File: src/rtl/core/svt_pkg.sv
// svt_pkg: shared types and codes for the sorted value table.
// Used by svt_cell and sorted_value_table; no dependencies.
package svt_pkg;

  localparam int VALUE_W   = 32;
  localparam int OP_W      = 2;
  localparam int STATUS_W  = 2;
  localparam int POS_W     = 4;
  localparam int COUNT_W   = 5;
  localparam int DEPTH_DEF = 16;

  localparam logic [OP_W-1:0] OP_INSERT = 2'd0;
  localparam logic [OP_W-1:0] OP_REMOVE = 2'd1;
  localparam logic [OP_W-1:0] OP_SEARCH = 2'd2;

  localparam logic [STATUS_W-1:0] ST_OK        = 2'd0;
  localparam logic [STATUS_W-1:0] ST_FULL      = 2'd1;
  localparam logic [STATUS_W-1:0] ST_EMPTY     = 2'd2;
  localparam logic [STATUS_W-1:0] ST_NOT_FOUND = 2'd3;

  // What a cell shows its neighbors: its entry and how it compares to the operand.
  typedef struct packed {
    logic                       valid;
    logic signed [VALUE_W-1:0]  value;
    logic                       lt;
    logic                       eq;
  } link_t;

  // Broadcast to every cell in the chain.
  typedef struct packed {
    logic                       insert_en;
    logic                       remove_en;
    logic signed [VALUE_W-1:0]  value;
  } cmd_t;

endpackage

File: src/rtl/core/sorted_value_table.sv
// sorted_value_table: top level; a chain of DEPTH svt_cell entries kept in
// ascending signed order, plus the result register. Uses svt_pkg and svt_cell.
//
// Usage:
//   Input stream (in_*): one transaction per operation; in_tdata carries the
//   op code (insert, remove, search) and a signed 32-bit operand.
//   Output stream (out_*): exactly one result per operation with status,
//   found flag, position and the entry count after the operation.
//   Every cell compares its entry with the operand in the same cycle and
//   loads from its left or right neighbor, so the whole table updates at once:
//   the result appears on out_tvalid in the cycle after acceptance, and a new
//   operation can be accepted every cycle while the receiver takes results.
//   The result register decouples the sides: in_tready stays high while the
//   result register is empty or being drained. When the receiver stalls,
//   the result holds and in_tready drops until it is taken.
//   Reset (rst_n low, synchronous) empties the table and the result register;
//   no clearing pass is needed, the block is ready once reset is released.
//   Position is cut to 4 bits (lossy for DEPTH above 16), count to 5 (above 31).
module sorted_value_table #(
  parameter int DEPTH = svt_pkg::DEPTH_DEF
) (
  input  logic        clk,
  input  logic        rst_n,
  input  logic        in_tvalid,
  output logic        in_tready,
  input  logic [39:0] in_tdata,   // [1:0] op, [33:2] value, [39:34] zero
  output logic        out_tvalid,
  input  logic        out_tready,
  output logic [15:0] out_tdata   // [1:0] status, [2] found, [6:3] position,
                                  // [11:7] count, [15:12] zero
);

  localparam int IDX_W = (DEPTH > 1) ? $clog2(DEPTH) : 1;
  localparam int CNT_W = $clog2(DEPTH + 1);
  localparam int PW    = (IDX_W > svt_pkg::POS_W) ? IDX_W : svt_pkg::POS_W;
  localparam int CW    = (CNT_W > svt_pkg::COUNT_W) ? CNT_W : svt_pkg::COUNT_W;

  logic                               fire;
  logic [svt_pkg::OP_W-1:0]           in_op;
  logic signed [svt_pkg::VALUE_W-1:0] in_value;
  svt_pkg::cmd_t                      cmd;
  svt_pkg::link_t                     lnk [DEPTH+2];
  logic [DEPTH-1:0]                   hit_vec;
  logic [DEPTH-1:0]                   ins_vec;
  logic [DEPTH-1:0]                   valid_vec;
  logic                               found;
  logic                               full;
  logic                               empty;
  logic [PW-1:0]                      hit_pos;
  logic [PW-1:0]                      ins_pos;
  logic [CNT_W-1:0]                   count_r;
  logic [CNT_W-1:0]                   count_nxt;
  logic [CW-1:0]                      count_ext;
  logic [svt_pkg::STATUS_W-1:0]       status;
  logic                               res_found;
  logic [PW-1:0]                      res_pos;
  logic                               out_tvalid_r;
  logic                               out_tvalid_nxt;
  logic [15:0]                        out_tdata_r;
  logic [15:0]                        out_tdata_nxt;

  assign in_op    = in_tdata[1:0];
  assign in_value = $signed(in_tdata[33:2]);

  assign in_tready = !out_tvalid_r || out_tready;
  assign fire      = in_tvalid && in_tready;

  // chain ends: left of cell 0 acts as "less than everything", right end is empty
  assign lnk[0]       = '{valid: 1'b0, value: '0, lt: 1'b1, eq: 1'b0};
  assign lnk[DEPTH+1] = '{valid: 1'b0, value: '0, lt: 1'b0, eq: 1'b0};

  for (genvar g = 0; g < DEPTH; g++) begin : g_cell
    svt_cell u_cell (
      .clk    (clk),
      .rst_n  (rst_n),
      .cmd    (cmd),
      .left   (lnk[g]),
      .right  (lnk[g+2]),
      .own    (lnk[g+1]),
      .hit    (hit_vec[g]),
      .ins_pt (ins_vec[g])
    );
    assign valid_vec[g] = lnk[g+1].valid;
  end

  assign full  = valid_vec[DEPTH-1];
  assign empty = !valid_vec[0];
  assign found = |hit_vec;

  assign cmd.value     = in_value;
  assign cmd.insert_en = fire && (in_op == svt_pkg::OP_INSERT) && !full;
  assign cmd.remove_en = fire && (in_op == svt_pkg::OP_REMOVE) && found;

  // flags are one-hot, so the index is an OR over the cells
  always_comb begin
    hit_pos = '0;
    ins_pos = '0;
    for (int i = 0; i < DEPTH; i++) begin
      if (hit_vec[i]) begin
        hit_pos = hit_pos | PW'(i);
      end
      if (ins_vec[i]) begin
        ins_pos = ins_pos | PW'(i);
      end
    end
  end

  always_comb begin
    count_nxt = count_r;
    if (cmd.insert_en) begin
      count_nxt = count_r + CNT_W'(1);
    end else if (cmd.remove_en) begin
      count_nxt = count_r - CNT_W'(1);
    end
  end

  assign count_ext = CW'(count_nxt);

  always_comb begin
    status    = svt_pkg::ST_OK;
    res_found = 1'b0;
    res_pos   = '0;
    unique case (in_op)
      svt_pkg::OP_INSERT: begin
        res_found = found;
        if (full) begin
          status = svt_pkg::ST_FULL;
        end else begin
          res_pos = ins_pos;
        end
      end
      svt_pkg::OP_REMOVE: begin
        if (empty) begin
          status = svt_pkg::ST_EMPTY;
        end else if (!found) begin
          status = svt_pkg::ST_NOT_FOUND;
        end else begin
          res_found = 1'b1;
          res_pos   = hit_pos;
        end
      end
      svt_pkg::OP_SEARCH: begin
        if (found) begin
          res_found = 1'b1;
          res_pos   = hit_pos;
        end else begin
          status = svt_pkg::ST_NOT_FOUND;
        end
      end
      default: begin
        status = svt_pkg::ST_OK;
      end
    endcase
  end

  always_comb begin
    out_tvalid_nxt = out_tvalid_r;
    out_tdata_nxt  = out_tdata_r;
    if (fire) begin
      out_tvalid_nxt = 1'b1;
      out_tdata_nxt  = {4'b0000, count_ext[svt_pkg::COUNT_W-1:0],
                        res_pos[svt_pkg::POS_W-1:0], res_found, status};
    end else if (out_tready) begin
      out_tvalid_nxt = 1'b0;
    end
  end

  always_ff @(posedge clk) begin
    if (!rst_n) begin
      count_r      <= '0;
      out_tvalid_r <= 1'b0;
    end else begin
      count_r      <= count_nxt;
      out_tvalid_r <= out_tvalid_nxt;
    end
  end

  always_ff @(posedge clk) begin
    out_tdata_r <= out_tdata_nxt;
  end

  assign out_tvalid = out_tvalid_r;
  assign out_tdata  = out_tdata_r;

`ifndef SYNTH
  a_count_matches_valid: assert property (@(posedge clk) disable iff (!rst_n)
    $countones(valid_vec) == count_r)
    else $error("entry count disagrees with valid cells");

  a_valid_prefix: assert property (@(posedge clk) disable iff (!rst_n)
    ((valid_vec + DEPTH'(1)) & valid_vec) == '0)
    else $error("valid cells are not a contiguous prefix");

  a_hit_onehot: assert property (@(posedge clk) disable iff (!rst_n)
    $onehot0(hit_vec) && $onehot0(ins_vec))
    else $error("more than one first match or insert point");

  a_insert_grows: assert property (@(posedge clk) disable iff (!rst_n)
    cmd.insert_en |=> count_r == $past(count_r) + CNT_W'(1))
    else $error("insert did not grow the table");

  a_result_follows: assert property (@(posedge clk) disable iff (!rst_n)
    fire |=> out_tvalid)
    else $error("accepted transaction produced no result");
`endif

endmodule

File: src/rtl/core/svt_cell.sv
// svt_cell: one entry of the sorted chain; compares against the broadcast operand
// and shifts from its left (insert) or right (remove) neighbor. Uses svt_pkg.
module svt_cell (
  input  logic          clk,
  input  logic          rst_n,
  input  svt_pkg::cmd_t  cmd,
  input  svt_pkg::link_t left,
  input  svt_pkg::link_t right,
  output svt_pkg::link_t own,
  output logic          hit,
  output logic          ins_pt
);

  logic                              valid_r;
  logic                              valid_nxt;
  logic signed [svt_pkg::VALUE_W-1:0] value_r;
  logic signed [svt_pkg::VALUE_W-1:0] value_nxt;
  logic                              own_le;
  logic                              left_le;

  assign own.valid = valid_r;
  assign own.value = value_r;
  assign own.lt    = valid_r && (value_r < cmd.value);
  assign own.eq    = valid_r && (value_r == cmd.value);

  assign own_le  = own.lt | own.eq;
  assign left_le = left.lt | left.eq;

  // equal entries are contiguous, so the first match is a rising edge of eq
  assign hit    = own.eq & ~left.eq;
  assign ins_pt = ~own_le & left_le;

  always_comb begin
    value_nxt = value_r;
    valid_nxt = valid_r;
    if (cmd.insert_en && !own_le) begin
      if (left_le) begin
        value_nxt = cmd.value;
        valid_nxt = 1'b1;
      end else begin
        value_nxt = left.value;
        valid_nxt = left.valid;
      end
    end else if (cmd.remove_en && !own.lt) begin
      value_nxt = right.value;
      valid_nxt = right.valid;
    end
  end

  always_ff @(posedge clk) begin
    if (!rst_n) begin
      valid_r <= 1'b0;
    end else begin
      valid_r <= valid_nxt;
    end
  end

  always_ff @(posedge clk) begin
    value_r <= value_nxt;
  end

endmodule
File: config.mk
export PLATFORM = sky130hd
export DESIGN_NAME = sorted_value_table
export DESIGN_NICKNAME = d
export VERILOG_FILES = /design/src/rtl/core/svt_pkg.sv /design/src/rtl/core/sorted_value_table.sv /design/src/rtl/core/svt_cell.sv
export SDC_FILE = /design/constraint.sdc
export NUM_CORES = 2
export LEC_CHECK = 0
export BUFFER_PORTS_ARGS = -buffer_cell sky130_fd_sc_hd__buf_2
export CAP_MARGIN = 20
export CORE_MARGIN = 1.5
export CORE_UTILIZATION = 25
export CTS_BUF_LIST = sky130_fd_sc_hd__clkbuf_16
export DETAILED_ROUTE_END_ITERATION = 8
export MAX_ROUTING_LAYER = met4
export PLACE_DENSITY_LB_ADDON = 0.2
export SLEW_MARGIN = 10
export SYNTH_ARGS = -nofsm -noshare
export SYNTH_HDL_FRONTEND = slang
export SYNTH_HIERARCHICAL = 1
export SYNTH_SLANG_ARGS = --single-unit
File: constraint.sdc
create_clock -name clk -period 5.3 [get_ports clk]
set_input_delay 0 -clock clk [delete_from_list [all_inputs] [get_ports clk]]
set_output_delay 0 -clock clk [all_outputs]
set_load 0.02 [all_outputs]
# --- Word-level counts from Yosys, hierarchy flattened ---
# Cells that the tools add are included.
word_totals:
  elab_cells: 409
  out_inout_bits: 18
  regBits: 546
op_classes:
  reduce_logical: 123
  magnitude_cmp: 16
  add_sub_neg: 2
  bitwise_logic: 76
  n_mux: 139
  eq_ne: 18
op_table:
  columns: ["operator", "n"]
  rows:
  - ["2-to-1 mux 32 bit", 47]
  - ["== test 32 bit", 16]
  - ["less-than comparator 32 bit", 16]
  - ["2-to-1 mux 4 bit", 19]
  - ["logical AND 1 bit", 69]
  - ["2-to-1 mux 1 bit", 54]
  - ["logical NOT 1 bit", 34]
  - ["nonzero test 2 bit", 17]
  - ["AND 1 bit", 30]
  - ["inverter 1 bit", 30]
  - ["2-to-1 mux 3 bit", 8]
  - ["bitwise OR 1 bit", 16]
  - ["OR reduction 16 bit", 1]
  - ["2-to-1 mux 2 bit", 6]
  - ["case mux 4 bit (3 select lines)", 1]
  - ["2-to-1 mux 5 bit", 2]
  - ["case mux 2 bit (3 select lines)", 1]
  - ["adder 5 x 1 -> 5 bit, second input constant", 1]
  - ["subtractor 5 x 1 -> 5 bit, second input constant", 1]
  - ["case mux 1 bit (3 select lines)", 1]
  - ["== test 2 x 1 -> 1 bit, second input constant", 1]
  - ["== test 2 bit, second input constant", 1]
  - ["logical NOT 2 bit", 1]
  - ["logical OR 1 bit", 1]

# --- Depth between registers and ports, before layout ---
logic_depth:
  word_depth: 22
  mapped_depth: 16

# --- Cells and area by module ---
# The synthesis kept the hierarchy.
by_module_without_submodules:
  columns: ["mod", "cells_each", "area_each_um2", "instances", "seq_area_each_um2"]
  rows:
  - ["svt_cell", 281, 2839.0, 16, 980.9]
  - ["sorted_value_table", 109, 1063.5, 1, 480.5]

# --- Least setup slack after synthesis ---
# No wires, ideal clock.
synth_timing:
  path_kind: "register to register"
  start: "register g_cell[11].u_cell/value_r[31] (netlist name)"
  end: "register g_cell[15].u_cell/value_r[0] (netlist name) (enable)"
  t_required_ps: 4834
  setup_time_ps: 466
  stages_incl_launch_ff: 12
  path_buffers: 0
  slack_ps: -448
  arrival_ps: 5282
  cell_sequence: "edfxtp_1 > ha_1 > nand4_2 > or3_1 > nor2_1 > and3_1 > nor2b_1 > or4_1 > nor4_4 > nor2_2 > inv_1 > o21ai_0"
synth_rtl:
  columns: ["item", "line_no", "rtl"]
  rows:
  - ["start: declaration", "svt_cell.sv:16", "logic signed [svt_pkg::VALUE_W-1:0] value_r;"]
  - ["start signal: assignment", "svt_cell.sv:59", "value_r <= value_nxt;"]
  - ["end signal: assignment", "svt_cell.sv:59", null]
  - ["end: declaration", "svt_cell.sv:16", null]

==> metrics.csv <==
stage,metric,value,unit
worst_setup_path,end_kind,register,
placed_design,io_buffers,51,
floorplanning,start_util,25.12,%
worst_hold_path,holdCritStartpoint,in_tdata[30],
sta,skew,0.04821,ns
sta,fin_crit_sh,84.78,%
sta,min_period,4.494,ns
clock_tree,cts-buffers-inserted,73,
worst_setup_path,worst-path-buf-inv,4,
clock_tree,clock_path_buffers,3,
route,dr.pass1.iters,5,
worst_setup_path,critPathTopFamily,simple AND/OR/NAND/NOR gates,
pwr,p_int,0.009054,W
layout,fillers,19480,
worst_setup_path,cp.arrival,4.89,ns
sta,fmax,222.5,MHz
clock_tree,clkTransAtPathRegs,0.06,ns
worst_setup_path,path_class,reg -> reg,
grt,grt_pass1_wl,226800,um
clock_tree,cts_sinks,546,
sta,tns,0,ns
worst_setup_path,crit_path_start_kind,register,
run,drv_cap,0,
layout,drive_gt1_share,27.99,%
route,drtIter0Drc,1966,
floorplanning,die_h,434.2,um
sta,timing.slew.headroom,26.29,%
route,via_per_inst,4.699,
pwr,p_leak,23.79,nW
layout,final_nets,5340,
worst_setup_path,reg2reg_from,g_cell[0].u_cell/value_r[31]$_DFFE_PP_,
worst_setup_path,crit_top_cell,buf_4,
clock_tree,cts_tree,built,
yosys,syn_area,46480,sq um
worst_setup_path,worstPathRequired,5.70,ns
pwr,p_sw,0.004563,W
route,ant_nets,0,
yosys,ys_warn_count,6,
pwr,pwr-share-comb,24.6,%
layout,layout_common_cells,"633 x inv_1, 524 x edfxtp_1, 514 x mux2i_1, 514 x ha_1, 512 x a21oi_2",
floorplanning,num_rows,158,
route,num_vias,34370,
run_status,status,"finished, final reports clean",
placed_design,dp_hpwl,116900,um
pwr,clkPwrFrac,35.0,%
grt,grt_antenna_before_repair,3,
sta,finalSetupViolations,0,
sta,slew_violations,0,
worst_setup_path,crit_start,g_cell[0].u_cell/value_r[31]$_DFFE_PP_,
layout,post-route-util,28.53,%
pwr,p_sw_share,33.51,%
route,wl_per_cell,20.62,um
yosys,synthCells,4604,
clock_tree,clk_latency,0.71,ns
sta,final-hold-violation-count,0,
pwr,cellPowerDensity,258.0,nW/um^2
floorplanning,die_w,434.2,um
layout,syn_to_final_growth,13.56,%
floorplanning,core,185000,sq um
sta,rsz0062_at_grt,no,
grt,grt_pass1_vias,34790,
worst_setup_path,path_cells,ha_1 -> nand4_2 -> or3_1 -> nor2_1 -> and3_1 -> nor2b_1 -> or4_1 -> nor4_4 -> nor2_2 -> buf_12 -> buf_4 -> inv_1 -> o21ai_2 -> buf_4,
clock_tree,cts_resized,0,
clock_tree,cts_root_buffer,clkbuf_16,
floorplanning,dieArea,188500,sq um
grt,track_usage,16.39,%
layout,layout_commonest_cell,inv_1,
sta,hold_ws,0.04176,ns
grt,grt_start_max_net_pins,65,
floorplanning,io_pins,62,
pwr,worst_ir_drop_vdd,0.2182,mV
grt,gr-total-overflow,0,
clock_tree,h-tree-depth,3,
placed_design,place.gp.congestion,0.8417,
worst_setup_path,slowest_stage,or4_1,
worst_setup_path,cpPeakStageDelay,0.58,ns
sta,worst_slew_pin_slew,1.106,ns
yosys,synth_area_per_cell,10.10,sq um
worst_hold_path,hp-class,in -> reg,
route,drc_errors,0,
worst_setup_path,crit_fanout,27,
pwr,pwr-share-seq,40.4,%
route,wirelength,150900,um
-- per-layer routing --
metal / up-vias / track usage, % / wire, um
met2: 472 / 27.54 / 73480
met4: 0 / 4.425 / 3553
met3: 180 / 1.519 / 4024
met5: - / - / 0
li1: 16850 / - / -
met1: 16860 / 20.97 / 69800
-- path summary, 6_finish.rpt --
check / slack [ns] / depth (start not counted) / to
worst max register to register: 0.81 / 14 / g_cell[10].u_cell/value_r[13]$_DFFE_PP_
worst min register to register: 0.49 / 2 / count_r[4]$_SDFF_PN0_
worst min-delay path: 0.04 / 3 / g_cell[0].u_cell/value_r[28]$_DFFE_PP_
worst max-delay path: 0.81 / 14 / g_cell[10].u_cell/value_r[13]$_DFFE_PP_
-- through the flow --
step	power, W	setup WS, ns	instances	cell area (sq um)
final	0.01362	0.8064	7315	52780
after global routing	0.01433	0.5927	7315	52780
after CTS	0.01384	0.5353	7313	52750
after detailed placement	0.008944	0.4028	7169	50380
after global placement	0.008882	0.3815	7168	50360
after floorplan	0.007910	0.4138	4677	46760
-- sequential cells by signal (all words and copies together), names as in the netlist --
| signal | cells |
|---|---|
| g_cell.u_cell/valid_r | 16 |
| g_cell.u_cell/value_r | 512 |
| out_tvalid | 1 |
| count_r | 5 |
| out_tdata | 12 |
-- worst min-delay path: cells and delay by family --
| family | cells | cell delay, ns |
|---|---|---|
| AO/OA/AOI/OAI | 1 | 0.08 |
| buffers and inverters | 1 | 0.25 |
| multiplexers | 1 | 0.23 |
-- timing repair --
action                                 in CTS  in global routing
hold buffers                               17                  0
endpoints found under the hold margin      78                  0
setup buffers                               0                  0
-- final cells by class --
type	count	area, sq um	area share, %
multi-input combinational	3333	27060	51.26
sequential	546	16180	30.64
tap	2480	3103	5.879
inverter	616	2312	4.380
timing repair buffer	212	1934	3.665
clock buffer	75	1877	3.556
clock inverter	52	322.8	0.6116
antenna	1	2.502	0.004741
-- power by group through the flow --
stage / Combinational, W / Sequential [W] / Clock, W
2_1_floorplan: 0.00247 / 0.00544 / 0
3_3_place_gp: 0.00328 / 0.00560 / 0
3_5_place_dp: 0.00335 / 0.00560 / 0
4_1_cts: 0.00337 / 0.00551 / 0.00496
5_1_grt: 0.00373 / 0.00553 / 0.00507
6_report: 0.00334 / 0.00550 / 0.00477
No activity file was read; power rests on OpenSTA's default activity.
